--- src/rtl/bsfr_pkg.sv ---
`timescale 1ns / 1ps

package bsfr_pkg;

	// frame geometry
	localparam int FRAME_LEN = 14;
	localparam int CW        = $clog2(FRAME_LEN);
	localparam int MAX_LEN   = FRAME_LEN - 6;

	// fixed positions within a frame
	localparam int ID_POS    = 1;
	localparam int LEN_POS   = 3;
	localparam int STAT_POS  = 4;
	localparam int BAT8_POS  = 8;
	localparam int LEVEL_POS = 9;

	// header bytes and classification constants
	localparam logic [7:0] SOF_BYTE   = 8'h3A;
	localparam logic [7:0] MARK_BYTE  = 8'hFF;
	localparam logic [7:0] FULL_LEVEL = 8'd100;

	// result queue
	localparam int QDEPTH = 2;
	localparam int QAW    = $clog2(QDEPTH);

	// configuration register indexes
	localparam logic REG_DEVICE_ID = 1'b0;
	localparam logic REG_IDLE_GAP  = 1'b1;

	localparam logic [7:0] IDLE_GAP_RESET = 8'd5;

	typedef enum logic [2:0] {
		ST_OK       = 3'd0,
		ST_BAD_HDR  = 3'd1,
		ST_BAD_SUM  = 3'd2,
		ST_OTHER_ID = 3'd3,
		ST_BAD_LEN  = 3'd4
	} bsfr_status_t;

	typedef enum logic [1:0] {
		PACK_EMPTY    = 2'd0,
		PACK_RESERVED = 2'd1,
		PACK_FULL     = 2'd2,
		PACK_CHARGING = 2'd3
	} bsfr_bat_t;

	// one checked frame, front to back
	typedef struct packed {
		bsfr_status_t status;
		bsfr_bat_t    state;
		logic [7:0]   level;
	} bsfr_rec_t;

	// configuration as seen by the front
	typedef struct packed {
		logic [7:0] device_id;
		logic [7:0] idle_gap;
	} bsfr_cfg_t;

	// queue status towards the front
	typedef struct packed {
		logic full;
		logic empty;
	} bsfr_qstat_t;

endpackage

--- src/rtl/bsfr_if.sv ---
`timescale 1ns / 1ps

// received words and ticks
interface bsfr_in_if;
	logic       valid;
	logic       ready;
	logic       cmd;
	logic [7:0] rx_byte;

	modport source (output valid, output cmd, output rx_byte, input ready);
	modport sink (input valid, input cmd, input rx_byte, output ready);
endinterface

// frame results
interface bsfr_out_if;
	logic       valid;
	logic       ready;
	logic [2:0] frame_status;
	logic [1:0] battery_state;
	logic [7:0] charge_level;
	logic       update_screen;

	modport source (output valid, output frame_status, output battery_state,
		output charge_level, output update_screen, input ready);
	modport sink (input valid, input frame_status, input battery_state,
		input charge_level, input update_screen, output ready);
endinterface

// configuration writes
interface bsfr_cfg_if;
	logic       valid;
	logic       ready;
	logic       index;
	logic [7:0] data;

	modport source (output valid, output index, output data, input ready);
	modport sink (input valid, input index, input data, output ready);
endinterface

--- src/rtl/bsfr_front.sv ---
`timescale 1ns / 1ps

module bsfr_front (
	input  logic                 clk,
	input  logic                 arst_n,
	bsfr_in_if.sink              items,
	input  bsfr_pkg::bsfr_cfg_t  cfg,
	input  bsfr_pkg::bsfr_qstat_t qstat,
	output logic                 push,
	output bsfr_pkg::bsfr_rec_t  push_rec
);

	logic [bsfr_pkg::CW-1:0] count_q;
	logic [7:0]              idle_q;
	logic [15:0]             sum_q;
	logic [bsfr_pkg::CW-1:0] last_q;
	logic                    hdr_bad_q;
	logic                    len_bad_q;
	logic                    sum_ok_q;
	logic [7:0]              id_q;
	logic [7:0]              stat_q;
	logic                    bat7_q;
	logic [7:0]              level_q;
	logic [7:0]              lo_q;

	logic                    acc;
	logic                    is_byte;
	logic                    is_tick;
	logic                    is_end;
	logic [bsfr_pkg::CW-1:0] p;
	logic [7:0]              b;
	logic                    in_sum;
	logic                    past_len;
	logic                    at_lo;
	logic                    at_hi;
	logic                    sum_ok_now;
	logic [7:0]              idle_inc;

	assign items.ready = !qstat.full;
	assign acc         = items.valid && items.ready;
	assign is_byte     = acc && !items.cmd;
	assign is_tick     = acc && items.cmd;
	assign p           = count_q;
	assign b           = items.rx_byte;
	assign is_end      = (p == bsfr_pkg::CW'(bsfr_pkg::FRAME_LEN - 1));

	// position decode for the running sum and the sum pair
	assign past_len   = (p > bsfr_pkg::CW'(bsfr_pkg::LEN_POS));
	assign in_sum     = (p != '0) && ((p <= bsfr_pkg::CW'(bsfr_pkg::LEN_POS)) || (p <= last_q));
	assign at_lo      = past_len && (p == last_q + bsfr_pkg::CW'(1));
	assign at_hi      = past_len && (p == last_q + bsfr_pkg::CW'(2));
	assign sum_ok_now = at_hi ? (sum_q == {b, lo_q}) : sum_ok_q;
	assign idle_inc   = (idle_q == 8'hFF) ? idle_q : idle_q + 8'd1;

	// checks and classification on the last word of a frame
	always_comb begin
		push = is_byte && is_end;
		if (hdr_bad_q) begin
			push_rec.status = bsfr_pkg::ST_BAD_HDR;
		end else if (len_bad_q) begin
			push_rec.status = bsfr_pkg::ST_BAD_LEN;
		end else if (!sum_ok_now) begin
			push_rec.status = bsfr_pkg::ST_BAD_SUM;
		end else if (id_q != cfg.device_id) begin
			push_rec.status = bsfr_pkg::ST_OTHER_ID;
		end else begin
			push_rec.status = bsfr_pkg::ST_OK;
		end
		if (stat_q == 8'd0) begin
			push_rec.state = bsfr_pkg::PACK_EMPTY;
		end else if (stat_q == 8'd1) begin
			push_rec.state = bsfr_pkg::PACK_RESERVED;
		end else if (bat7_q || (level_q == bsfr_pkg::FULL_LEVEL)) begin
			push_rec.state = bsfr_pkg::PACK_FULL;
		end else begin
			push_rec.state = bsfr_pkg::PACK_CHARGING;
		end
		push_rec.level = level_q;
	end

	// frame position and idle count
	always_ff @(posedge clk or negedge arst_n) begin
		if (!arst_n) begin
			count_q <= '0;
			idle_q  <= '0;
		end else if (is_byte) begin
			idle_q  <= '0;
			count_q <= is_end ? '0 : count_q + bsfr_pkg::CW'(1);
		end else if (is_tick && (count_q != '0)) begin
			if (idle_inc > cfg.idle_gap) begin
				count_q <= '0;
				idle_q  <= '0;
			end else begin
				idle_q <= idle_inc;
			end
		end
	end

	// captured fields and running sum
	always_ff @(posedge clk) begin
		if (is_byte) begin
			if (p == '0) begin
				hdr_bad_q <= (b != bsfr_pkg::SOF_BYTE);
				sum_q     <= '0;
				sum_ok_q  <= 1'b0;
			end else if (in_sum) begin
				sum_q <= sum_q + {8'h00, b};
			end
			if (p == bsfr_pkg::CW'(bsfr_pkg::ID_POS)) begin
				id_q <= b;
			end
			if ((p == bsfr_pkg::CW'(2)) && (b != bsfr_pkg::MARK_BYTE)) begin
				hdr_bad_q <= 1'b1;
			end
			if (p == bsfr_pkg::CW'(bsfr_pkg::LEN_POS)) begin
				len_bad_q <= (b > 8'(bsfr_pkg::MAX_LEN));
				last_q    <= bsfr_pkg::CW'(b) + bsfr_pkg::CW'(3);
			end
			if (p == bsfr_pkg::CW'(bsfr_pkg::STAT_POS)) begin
				stat_q <= b;
			end
			if (p == bsfr_pkg::CW'(bsfr_pkg::BAT8_POS)) begin
				bat7_q <= b[7];
			end
			if (p == bsfr_pkg::CW'(bsfr_pkg::LEVEL_POS)) begin
				level_q <= b;
			end
			if (at_lo) begin
				lo_q <= b;
			end
			if (at_hi) begin
				sum_ok_q <= sum_ok_now;
			end
		end
	end

endmodule

--- src/rtl/bsfr_queue.sv ---
`timescale 1ns / 1ps

module bsfr_queue (
	input  logic                  clk,
	input  logic                  arst_n,
	input  logic                  push,
	input  bsfr_pkg::bsfr_rec_t   push_rec,
	output bsfr_pkg::bsfr_qstat_t qstat,
	input  logic                  pop,
	output bsfr_pkg::bsfr_rec_t   head_rec
);

	bsfr_pkg::bsfr_rec_t      slot_q [bsfr_pkg::QDEPTH];
	logic [bsfr_pkg::QAW-1:0] wr_ptr_q;
	logic [bsfr_pkg::QAW-1:0] rd_ptr_q;
	logic [bsfr_pkg::QAW:0]   count_q;

	assign qstat.full  = (count_q == (bsfr_pkg::QAW+1)'(bsfr_pkg::QDEPTH));
	assign qstat.empty = (count_q == '0);
	assign head_rec    = slot_q[rd_ptr_q];

	// pointers and fill count
	always_ff @(posedge clk or negedge arst_n) begin
		if (!arst_n) begin
			wr_ptr_q <= '0;
			rd_ptr_q <= '0;
			count_q  <= '0;
		end else begin
			if (push) begin
				wr_ptr_q <= wr_ptr_q + bsfr_pkg::QAW'(1);
			end
			if (pop) begin
				rd_ptr_q <= rd_ptr_q + bsfr_pkg::QAW'(1);
			end
			if (push && !pop) begin
				count_q <= count_q + (bsfr_pkg::QAW+1)'(1);
			end else if (pop && !push) begin
				count_q <= count_q - (bsfr_pkg::QAW+1)'(1);
			end
		end
	end

	// slot storage
	always_ff @(posedge clk) begin
		if (push) begin
			slot_q[wr_ptr_q] <= push_rec;
		end
	end

endmodule

--- src/rtl/bsfr_back.sv ---
`timescale 1ns / 1ps

module bsfr_back (
	input  logic                  clk,
	input  logic                  arst_n,
	input  bsfr_pkg::bsfr_qstat_t qstat,
	input  bsfr_pkg::bsfr_rec_t   head_rec,
	output logic                  pop,
	bsfr_out_if.source            result
);

	bsfr_pkg::bsfr_bat_t    last_state_q;
	logic [7:0]             last_level_q;
	logic                   out_valid_q;
	bsfr_pkg::bsfr_status_t out_status_q;
	bsfr_pkg::bsfr_bat_t    out_state_q;
	logic [7:0]             out_level_q;
	logic                   out_update_q;
	logic                   ok;
	logic                   upd;

	assign pop = !qstat.empty && (!out_valid_q || result.ready);
	assign ok  = (head_rec.status == bsfr_pkg::ST_OK);
	assign upd = ok && ((head_rec.state != bsfr_pkg::PACK_CHARGING) ||
		(head_rec.state != last_state_q));

	assign result.valid         = out_valid_q;
	assign result.frame_status  = out_status_q;
	assign result.battery_state = out_state_q;
	assign result.charge_level  = out_level_q;
	assign result.update_screen = out_update_q;

	// stored battery state and output valid
	always_ff @(posedge clk or negedge arst_n) begin
		if (!arst_n) begin
			last_state_q <= bsfr_pkg::PACK_CHARGING;
			last_level_q <= '0;
			out_valid_q  <= 1'b0;
		end else begin
			if (pop) begin
				out_valid_q <= 1'b1;
			end else if (result.ready) begin
				out_valid_q <= 1'b0;
			end
			if (pop && ok) begin
				last_state_q <= head_rec.state;
				last_level_q <= head_rec.level;
			end
		end
	end

	// output word
	always_ff @(posedge clk) begin
		if (pop) begin
			out_status_q <= head_rec.status;
			out_state_q  <= ok ? head_rec.state : last_state_q;
			out_level_q  <= ok ? head_rec.level : last_level_q;
			out_update_q <= upd;
		end
	end

endmodule

--- src/rtl/battery_status_frame_receiver.sv ---
`timescale 1ns / 1ps

// Battery status frame receiver. One word (a received byte or a millisecond tick) is taken
// every clock cycle while ready is high; the front keeps a running 16-bit sum and captures
// the frame fields as bytes arrive, so a 14-byte frame is checked as its last byte is taken
// and its result word reaches an output register through a two-entry queue, where checked
// frames wait between front and back, so ready drops only while that queue holds two results
// that the sink has not yet taken. Ticks and all bytes but the last of a frame give no result.
// Configuration writes are always ready and take effect in the next cycle.
module battery_status_frame_receiver (
	input  logic      clk,
	input  logic      arst_n,
	bsfr_in_if.sink   items,
	bsfr_out_if.source result,
	bsfr_cfg_if.sink  cfg
);

	bsfr_pkg::bsfr_cfg_t   cfg_q;
	bsfr_pkg::bsfr_qstat_t qstat;
	bsfr_pkg::bsfr_rec_t   push_rec;
	bsfr_pkg::bsfr_rec_t   head_rec;
	logic                  push;
	logic                  pop;

	assign cfg.ready = 1'b1;

	// configuration registers
	always_ff @(posedge clk or negedge arst_n) begin
		if (!arst_n) begin
			cfg_q.device_id <= '0;
			cfg_q.idle_gap  <= bsfr_pkg::IDLE_GAP_RESET;
		end else if (cfg.valid) begin
			case (cfg.index)
				bsfr_pkg::REG_DEVICE_ID: cfg_q.device_id <= cfg.data;
				bsfr_pkg::REG_IDLE_GAP:  cfg_q.idle_gap  <= cfg.data;
				default: ;
			endcase
		end
	end

	bsfr_front u_front (
		.clk      (clk),
		.arst_n   (arst_n),
		.items    (items),
		.cfg      (cfg_q),
		.qstat    (qstat),
		.push     (push),
		.push_rec (push_rec)
	);

	bsfr_queue u_queue (
		.clk      (clk),
		.arst_n   (arst_n),
		.push     (push),
		.push_rec (push_rec),
		.qstat    (qstat),
		.pop      (pop),
		.head_rec (head_rec)
	);

	bsfr_back u_back (
		.clk      (clk),
		.arst_n   (arst_n),
		.qstat    (qstat),
		.head_rec (head_rec),
		.pop      (pop),
		.result   (result)
	);

	// no push into a full queue
	a_no_overflow: assert property (@(posedge clk) disable iff (!arst_n)
		!(push && qstat.full))
		else $error("result queue overflow");

	// a tick never produces a result
	a_tick_silent: assert property (@(posedge clk) disable iff (!arst_n)
		(items.valid && items.ready && items.cmd) |-> !push)
		else $error("tick pushed a result");

	// a rejected frame never asks for a screen update
	a_reject_no_update: assert property (@(posedge clk) disable iff (!arst_n)
		(result.valid && (result.frame_status != bsfr_pkg::ST_OK)) |-> !result.update_screen)
		else $error("update flagged on rejected frame");

	// a push into an empty queue is popped in the following cycle while the output register is free
	a_push_reaches_out: assert property (@(posedge clk) disable iff (!arst_n)
		(push && qstat.empty && !result.valid) |=> pop)
		else $error("queued result not forwarded");

endmodule

--- src/flat_wrapper.sv ---
// flat-port wrapper written by rule: the top's interface ports become plain ports
module battery_status_frame_receiver_flat 
  (clk, arst_n, items_valid, items_cmd, items_rx_byte, items_ready, result_valid, result_frame_status, result_battery_state, result_charge_level, result_update_screen, result_ready, cfg_valid, cfg_index, cfg_data, cfg_ready);
  bsfr_in_if items_i ();
  bsfr_out_if result_i ();
  bsfr_cfg_if cfg_i ();
  input  logic clk;
  input  logic arst_n;
  input wire logic [$bits(items_i.valid)-1:0] items_valid;
  input wire logic [$bits(items_i.cmd)-1:0] items_cmd;
  input wire logic [$bits(items_i.rx_byte)-1:0] items_rx_byte;
  output wire logic [$bits(items_i.ready)-1:0] items_ready;
  output wire logic [$bits(result_i.valid)-1:0] result_valid;
  output wire logic [$bits(result_i.frame_status)-1:0] result_frame_status;
  output wire logic [$bits(result_i.battery_state)-1:0] result_battery_state;
  output wire logic [$bits(result_i.charge_level)-1:0] result_charge_level;
  output wire logic [$bits(result_i.update_screen)-1:0] result_update_screen;
  input wire logic [$bits(result_i.ready)-1:0] result_ready;
  input wire logic [$bits(cfg_i.valid)-1:0] cfg_valid;
  input wire logic [$bits(cfg_i.index)-1:0] cfg_index;
  input wire logic [$bits(cfg_i.data)-1:0] cfg_data;
  output wire logic [$bits(cfg_i.ready)-1:0] cfg_ready;
  assign items_i.valid = items_valid;
  assign items_i.cmd = items_cmd;
  assign items_i.rx_byte = items_rx_byte;
  assign items_ready = items_i.ready;
  assign result_valid = result_i.valid;
  assign result_frame_status = result_i.frame_status;
  assign result_battery_state = result_i.battery_state;
  assign result_charge_level = result_i.charge_level;
  assign result_update_screen = result_i.update_screen;
  assign result_i.ready = result_ready;
  assign cfg_i.valid = cfg_valid;
  assign cfg_i.index = cfg_index;
  assign cfg_i.data = cfg_data;
  assign cfg_ready = cfg_i.ready;
  battery_status_frame_receiver u_core (.clk(clk), .arst_n(arst_n), .items(items_i), .result(result_i), .cfg(cfg_i));
endmodule
--- config.mk ---
export PLATFORM = sky130hd
export DESIGN_NAME = battery_status_frame_receiver_flat
export DESIGN_NICKNAME = d
export VERILOG_FILES = /design/src/rtl/bsfr_pkg.sv /design/src/rtl/bsfr_if.sv /design/src/rtl/bsfr_front.sv /design/src/rtl/bsfr_queue.sv /design/src/rtl/bsfr_back.sv /design/src/rtl/battery_status_frame_receiver.sv /design/src/flat_wrapper.sv
export SDC_FILE = /design/constraint.sdc
export NUM_CORES = 1
export LEC_CHECK = 0
export ABC_CLOCK_PERIOD_IN_PS = 6900
export BUFFER_PORTS_ARGS = -buffer_cell sky130_fd_sc_hd__clkbuf_2
export CAP_MARGIN = 20
export CELL_PAD_IN_SITES_DETAIL_PLACEMENT = 0
export CELL_PAD_IN_SITES_GLOBAL_PLACEMENT = 1
export CORE_UTILIZATION = 40
export DETAILED_ROUTE_END_ITERATION = 12
export PLACE_DENSITY_LB_ADDON = 0.25
export SETUP_SLACK_MARGIN = 0.2
export SYNTH_ARGS = -nofsm -noshare
export SYNTH_HDL_FRONTEND = slang
export SYNTH_HIERARCHICAL = 1
export SYNTH_SLANG_ARGS = --single-unit
--- constraint.sdc ---
create_clock -name clk -period 6.9 [get_ports clk]
set_input_delay 2.07 -clock clk [delete_from_list [all_inputs] [get_ports clk]]
set_output_delay 2.07 -clock clk [all_outputs]
set_load 0.02 [all_outputs]
==> reports/results.txt, run 1 <==
worst path required time = 7.18 ns
root buffer selected by CTS = clkbuf_16
Nets = 641
CTS tree = done
Die Y = 131.8 µm
final worst path period need = 4.162 ns
Max IR drop VDD = 0.0002163 V
Peak Freq = 240.3 MHz
synthesized area = 6741 µm²
Final Max Slew Viols = 0
area post-placement = 7166 µm²
ANT cells = 0
initial antenna violation count = 0
Final setup viols = 0
# DRC = 0
crit path max fanout = 9
area added between synthesis and finish = 15.40%
1st-pass router iterations = 4
most common cell in the synthesized netlist = edfxtp_1
Lkg Pwr = 3.045 nW
Syn Nets = 589
number of synthesized register bits = 139
die width = 131.8 µm
Post-Syn Instances = 538
XOR/XNOR share of the synthesized area = 0.06106
largest family of logic cells by synthesized area = simple AND/OR/NAND/NOR gates
class of the worst hold path = reg2reg
Max transition margin = 0.2436
top cells by area, synth = edfxtp_1 (43%), dfrtp_1 (14%), mux2_2 (5.3%)
WL per Instance = 16.28 µm
worst hold margin = 0.4575 ns
GP Congestion = 0.8261
vias in the first global route = 4281
final worst path period share = 0.6031
Core Area = 16520 µm²
die area = 17380 µm²
non-filler instance count after layout = 823
PortBufs = 38
cts repair resizes = 0
outcome = finished, final reports clean
RSZ-0062 raised after global routing = no
cell taking the most area after synthesis = edfxtp_1
first-pass GRT wire length = 22.17 mm
H-tree depth = 4
final instance area = 7780 µm²
Post-synth EDFFs = 96
IO Pins = 40
Synthesis Warnings = 6
Post-Synth Adder-Cell Area = 0.05308
hold buffers post-CTS = 0
setup TNS = 0 ns
R2R Setup Slk = 3.70 ns
via count = 4254
Startpoint Class = primary input
area share of the largest cell type after synthesis = 0.4276
maxcap violations = 0
antenna-violating nets left = 0
Post-synth ARST share = 0.3094
clk buf depth = 2
Netlist cell types = 54
Post-Route WL = 13.40 mm
starting density of the core = 0.4080
dpl hpwl = 9.337 mm
via density per instance = 5.169
mux contribution to synthesized area = 0.07127
Rows = 47
Synth Area in Compound Gates = 0.06978
Fill cells = 1455
Avg Inst Size Synth = 12.53 µm²
DP Cell Count = 786
ys flop type = edfxtp_1
TritonCTS Buffers = 17
Clock Latency Late Sink = 0.42 ns
final hold viol count = 0
Worst Path Arrival = 4.44 ns
Post-synth top cells = edfxtp_1 (96), nand2_1 (59), dfrtp_1 (39), xor2_1 (34)
Worst-Margin Slew = 1.126 ns
GRT overflow = 0
share of layout cells above drive strength 1 = 0.2139
Cell Pwr Density = 364.1 nW/µm²
largest net degree at the start of global routing = 44
clk sink count = 139
CP Class = in2reg
Initial DRC Count = 243
total track usage = 0.1684
clock skew = 0.009293 ns
Synth Area in Simple Gates = 0.1340
CP endpoint kind = flop
Seq/Total Area, Yosys = 0.5880
Post-CTS Setup Bufs = 0
Reg clk slew, reported paths = 0.06 ns
==> area by class of cell <==
type	count	area [µm²]	area share
clock inverter	12	138.9	0.01785
tap	220	275.3	0.03538
multi-input combinational	364	2628	0.3377
clock buffer	20	436.7	0.05613
sequential	139	3964	0.5095
timing repair buffer	47	259.0	0.03329
inverter	21	78.83	0.01013
==> sequential cells by signal (all words and copies together), names as in the netlist, 8 cells and up <==
name	flops
u_core/u_back/result.charge_level	8
u_core/u_back/last_level_q	8
u_core/u_front/stat_q	8
u_core/u_front/idle_q	8
u_core/u_front/sum_q	16
u_core/u_front/lo_q	8
u_core/u_queue/slot_q	26
u_core/u_front/id_q	8
u_core/u_front/level_q	8
u_core/cfg_q	16
==> critical path: stages <==
cell and delay (ns):
clkbuf_2 0.24, ha_1 0.23, inv_1 0.07, fa_1 0.38
and2b_1 0.22, o21a_1 0.11, nor2_1 0.07, o31a_1 0.38
or4_1 0.53, a21oi_1 0.14
==> final timing paths <==
check	from	endpoint	cells past startpoint
min in group asynchronous	arst_n	u_core/u_front/idle_q[2]$_DFFE_PN0P_	2
max in group asynchronous	arst_n	u_core/cfg_q[1]$_DFFE_PN0P_	2
setup / recovery	items_rx_byte[0]	u_core/u_front/sum_q[14]$_SDFFCE_PN0P_	10
hold reg to reg	u_core/u_front/level_q[2]$_DFFE_PP_	u_core/u_queue/slot_q[0][2]$_DFFE_PP_	0
hold / removal	u_core/u_front/level_q[2]$_DFFE_PP_	u_core/u_queue/slot_q[0][2]$_DFFE_PP_	0
setup reg to reg	u_core/u_front/idle_q[0]$_DFFE_PN0P_	u_core/u_front/count_q[3]$_DFFE_PN0P_	13
==> power by group <==
part | internal, W | switching, W
logic | 0.000309 | 0.000415
registers | 0.00109 | 0.000138
clock network | 0.000535 | 0.000349
==> routing by layer <==
metal / vias up / track usage / wire, µm
li1: 2080 / - / -
met1: 2079 / 0.2282 / 6638
met5: - / 0 / 0
met2: 75 / 0.2566 / 6057
met3: 20 / 0.04229 / 469
met4: 0 / 0.07300 / 231
==> stage by stage <==
stage	setup WS (ns)	total power [W]	utilization
after global placement	2.274	0.001931	0.4336
final	2.738	0.002833	0.4708
after CTS	2.668	0.002851	0.4685
after detailed placement	2.224	0.001956	0.4336
after global routing	2.615	0.002997	0.4708
after floorplan	2.704	0.001746	-
==> cell usage in the layout (no fill, tap or decap), types with 21 or more instances in the layout <==
cell / n
a21oi_1: 23
nand2_1: 59
edfxtp_1: 96
nor2_1: 32
mux2_2: 32
inv_1: 21
clkbuf_2: 38
dfrtp_1: 39
xor2_1: 34
ha_1: 27
==> cell families after synthesis <==
group / Yosys count
other cells: 1
mux: 40
simple gates: 175
compound gates: 73
fa+ha+maj: 28
buf+inv: 35
xor+xnor: 47
flops: 139
Note: power is estimated with default switching activity, not from simulation.
==> run 2, diff against run 1 <==
--- a/config.mk
+++ b/config.mk
@@ -5,7 +5,8 @@
 export SDC_FILE = /design/constraint.sdc
 export NUM_CORES = 1
 export LEC_CHECK = 0
-export ABC_CLOCK_PERIOD_IN_PS = 6900
+export ABC_AREA = 1
+export ABC_CLOCK_PERIOD_IN_PS = 4200
 export BUFFER_PORTS_ARGS = -buffer_cell sky130_fd_sc_hd__clkbuf_2
 export CAP_MARGIN = 20
 export CELL_PAD_IN_SITES_DETAIL_PLACEMENT = 0
==> constraint.sdc (replaced) <==
create_clock -name clk -period 4.2 [get_ports clk]
set_input_delay 1.26 -clock clk [delete_from_list [all_inputs] [get_ports clk]]
set_output_delay 1.26 -clock clk [all_outputs]
set_load 0.02 [all_outputs]
==> run 2 against run 1 <==
Register-to-register slack got worse by 2.2 ns; synthesized area is 5.4% higher; largest power group unchanged; clock power up 63%; critical path type is now reg2reg; final area rose by 4.3%.
==> reports/results.txt, run 2 <==
dpl hpwl = 10.50 mm
final hold viol count = 0
commonest cells after routing, fill and taps aside = nand2_1 (232), edfxtp_1 (96), inv_1 (88)
vias in the first global route = 4842
largest net degree at the start of global routing = 24
area post-placement = 7546 µm²
Initial DRC Count = 325
cell taking the most area after synthesis = edfxtp_1
Post-synth EDFFs = 96
root buffer selected by CTS = clkbuf_16
Lkg Pwr = 3.736 nW
total power = 0.004881 W
Final Max Slew Viols = 0
clock share of power = 0.295
CP Class = reg2reg
H-tree depth = 4
RSZ-0062 raised after global routing = no
Worst Path Arrival = 2.99 ns
final worst slack = 1.515 ns
final worst path period share = 0.6394
Netlist cell types = 49
Sw Share = 0.3602
share of layout cells above drive strength 1 = 0.1541
Synthesis Warnings = 6
clk sink count = 139
CTS tree = done
R2R Path End = u_core/u_front/count_q[3]$_DFFE_PN0P_
total track usage = 0.1725
Net Sw Power = 0.001758 W
WL per Instance = 14.00 µm
TritonCTS Buffers = 17
CP endpoint = u_core/u_front/count_q[3]$_DFFE_PN0P_
Peak Freq = 372.4 MHz
Biggest register = u_core/u_queue/slot_q
Avg Inst Size Synth = 9.539 µm²
Worst-Margin Slew = 0.7813 ns
most common cell after layout, fill and taps aside = nand2_1
GP Congestion = 0.8295
area share of the largest cell type after synthesis = 0.4056
starting density of the core = 0.4109
class of the worst hold path = reg2reg
maxcap violations = 0
ys flop type = edfxtp_1
Worst R2R Path Depth = 18
crit path max fanout = 9
IO Pins = 40
antenna-violating nets left = 0
Hold Crit Depth = 2
Die Y = 135.3 µm
setup TNS = 0 ns
Post-synth ARST share = 0.3094
Post-Syn Instances = 745
first-pass GRT wire length = 24.12 mm
Critical Path Start = u_core/u_front/idle_q[0]$_DFFE_PN0P_
initial antenna violation count = 0
synthesized area = 7107 µm²
Post-synth top cells = nand2_1 (232), edfxtp_1 (96), inv_1 (88), nor2_1 (58), dfrtp_1 (39)
Reg clk slew, reported paths = 0.06 ns
Core Area = 17300 µm²
die width = 135.3 µm
DP Worst Slack = 1.097 ns
clock skew = 0.006750 ns
worst path required time = 4.50 ns
Cell Pwr Density = 601.3 nW/µm²
final worst path period need = 2.685 ns
top cells by area, synth = edfxtp_1 (41%), dfrtp_1 (14%), nand2_1 (12%)
ANT cells = 0
r2r startpoint = u_core/u_front/idle_q[0]$_DFFE_PN0P_
via density per instance = 4.881
Nets = 849
Clock Latency Late Sink = 0.42 ns
Seq/Total Area, Yosys = 0.5577
Flop pwr share = 0.413
outcome = finished, final reports clean
logic gate share of total power = 0.292
Final setup viols = 0
P_int = 0.003123 W
R2R Setup Slk = 1.51 ns
Post-CTS Setup Bufs = 0
clk buf depth = 2
Rows = 48
number of synthesized register bits = 139
CP endpoint kind = flop
# DRC = 0
Multi-input gate area = 2671 µm²
max reg flops = 26
Largest regs = u_core/u_queue/slot_q (26), u_core/cfg_q (16), u_core/u_front/sum_q (16)
GRT overflow = 0
final instance area = 8118 µm²
Max transition margin = 0.4751
hold buffers post-CTS = 0
Fill cells = 1639
Max IR drop VDD = 0.0003147 V
Post-Route WL = 14.51 mm
Syn Nets = 796
PortBufs = 38
via count = 5057
die area = 18300 µm²
FF/Latch Area = 3964 µm²
1st-pass router iterations = 6
cts repair resizes = 0
most common cell in the synthesized netlist = nand2_1
Startpoint Class = flop
area added between synthesis and finish = 14.23%
==> run 2: cell type report <==
type / count / area share
tap: 225 / 0.03468
sequential: 139 / 0.4883
multi-input combinational: 499 / 0.3291
timing repair buffer: 46 / 0.03237
clock buffer: 18 / 0.05549
clock inverter: 14 / 0.01495
inverter: 95 / 0.04516
==> run 2: cells by family (layout without fill, tap and decap cells) <==
| group | after synthesis | in the layout | share of synthesized area |
|---|---|---|---|
| simple gates | 378 | 378 | 0.2299 |
| buf+inv | 107 | 173 | 0.06637 |
| fa+ha+maj | 28 | 28 | 0.05035 |
| other cells | 1 | 1 | 0.0005277 |
| flops | 139 | 139 | 0.5577 |
| compound gates | 58 | 58 | 0.04859 |
| mux | 13 | 13 | 0.02060 |
| xor+xnor | 21 | 21 | 0.02588 |
==> run 2: worst min path at each step <==
stage	startpoint	to	slack (ns)
floorplan	u_core/cfg_q[1]$_DFFE_PN0P_	u_core/cfg_q[1]$_DFFE_PN0P_	0.44
global placement	u_core/u_back/last_level_q[0]$_DFFE_PN0P_	u_core/u_back/last_level_q[0]$_DFFE_PN0P_	0.45
detailed placement	u_core/u_back/last_level_q[1]$_DFFE_PN0P_	u_core/u_back/last_level_q[1]$_DFFE_PN0P_	0.46
CTS	u_core/u_back/last_state_q[1]$_DFFE_PN1P_	u_core/u_back/last_state_q[1]$_DFFE_PN1P_	0.47
global route	u_core/cfg_q[2]$_DFFE_PN1P_	u_core/cfg_q[2]$_DFFE_PN1P_	0.48
finish	u_core/u_back/last_state_q[1]$_DFFE_PN1P_	u_core/u_back/last_state_q[1]$_DFFE_PN1P_	0.47
==> run 2: routing by layer <==
metal / track usage / routed length (µm) / vias up
met3: 0.03891 / 651 / 27
li1: - / - / 2553
met1: 0.2222 / 6823 / 2362
met5: 0 / 0 / -
met2: 0.2775 / 6732 / 115
met4: 0.07615 / 299 / 0
==> run 2: metrics by stage <==
step | utilization | hold WS (ns) | cells
floorplan | - | 0.4419 | 745
global placement | 0.4351 | 0.4535 | 1003
detailed placement | 0.4363 | 0.4587 | 1004
CTS | 0.4693 | 0.4701 | 1036
global route | 0.4693 | 0.4849 | 1036
finish | 0.4693 | 0.4720 | 1036
==> run 2: power by group through the flow <==
| stage | combinational [W] | sequential (W) | clock (W) |
|---|---|---|---|
| 2_1_floorplan | 0.00104 | 0.00206 | 0 |
| 3_3_place_gp | 0.00138 | 0.00204 | 0 |
| 3_5_place_dp | 0.00142 | 0.00204 | 0 |
| 4_1_cts | 0.00143 | 0.00202 | 0.00147 |
| 5_1_grt | 0.00163 | 0.00205 | 0.00153 |
| 6_report | 0.00143 | 0.00202 | 0.00144 |
==> run 2: critical path, stage by stage (launching register included) <==
cell,delay (ns)
dfrtp_1,0.41
ha_1,0.21
nand2_2,0.10
nor2_4,0.13
nand4_4,0.17
nand2_1,0.12
o21ai_2,0.07
ha_1,0.29
inv_1,0.04
o21bai_1,0.15
nand2_1,0.08
nand2_1,0.06
nand2_1,0.04
nand2_1,0.05
nand2_1,0.12
nand2_1,0.23
nand2_1,0.16
nand2_1,0.09
nand2_1,0.05
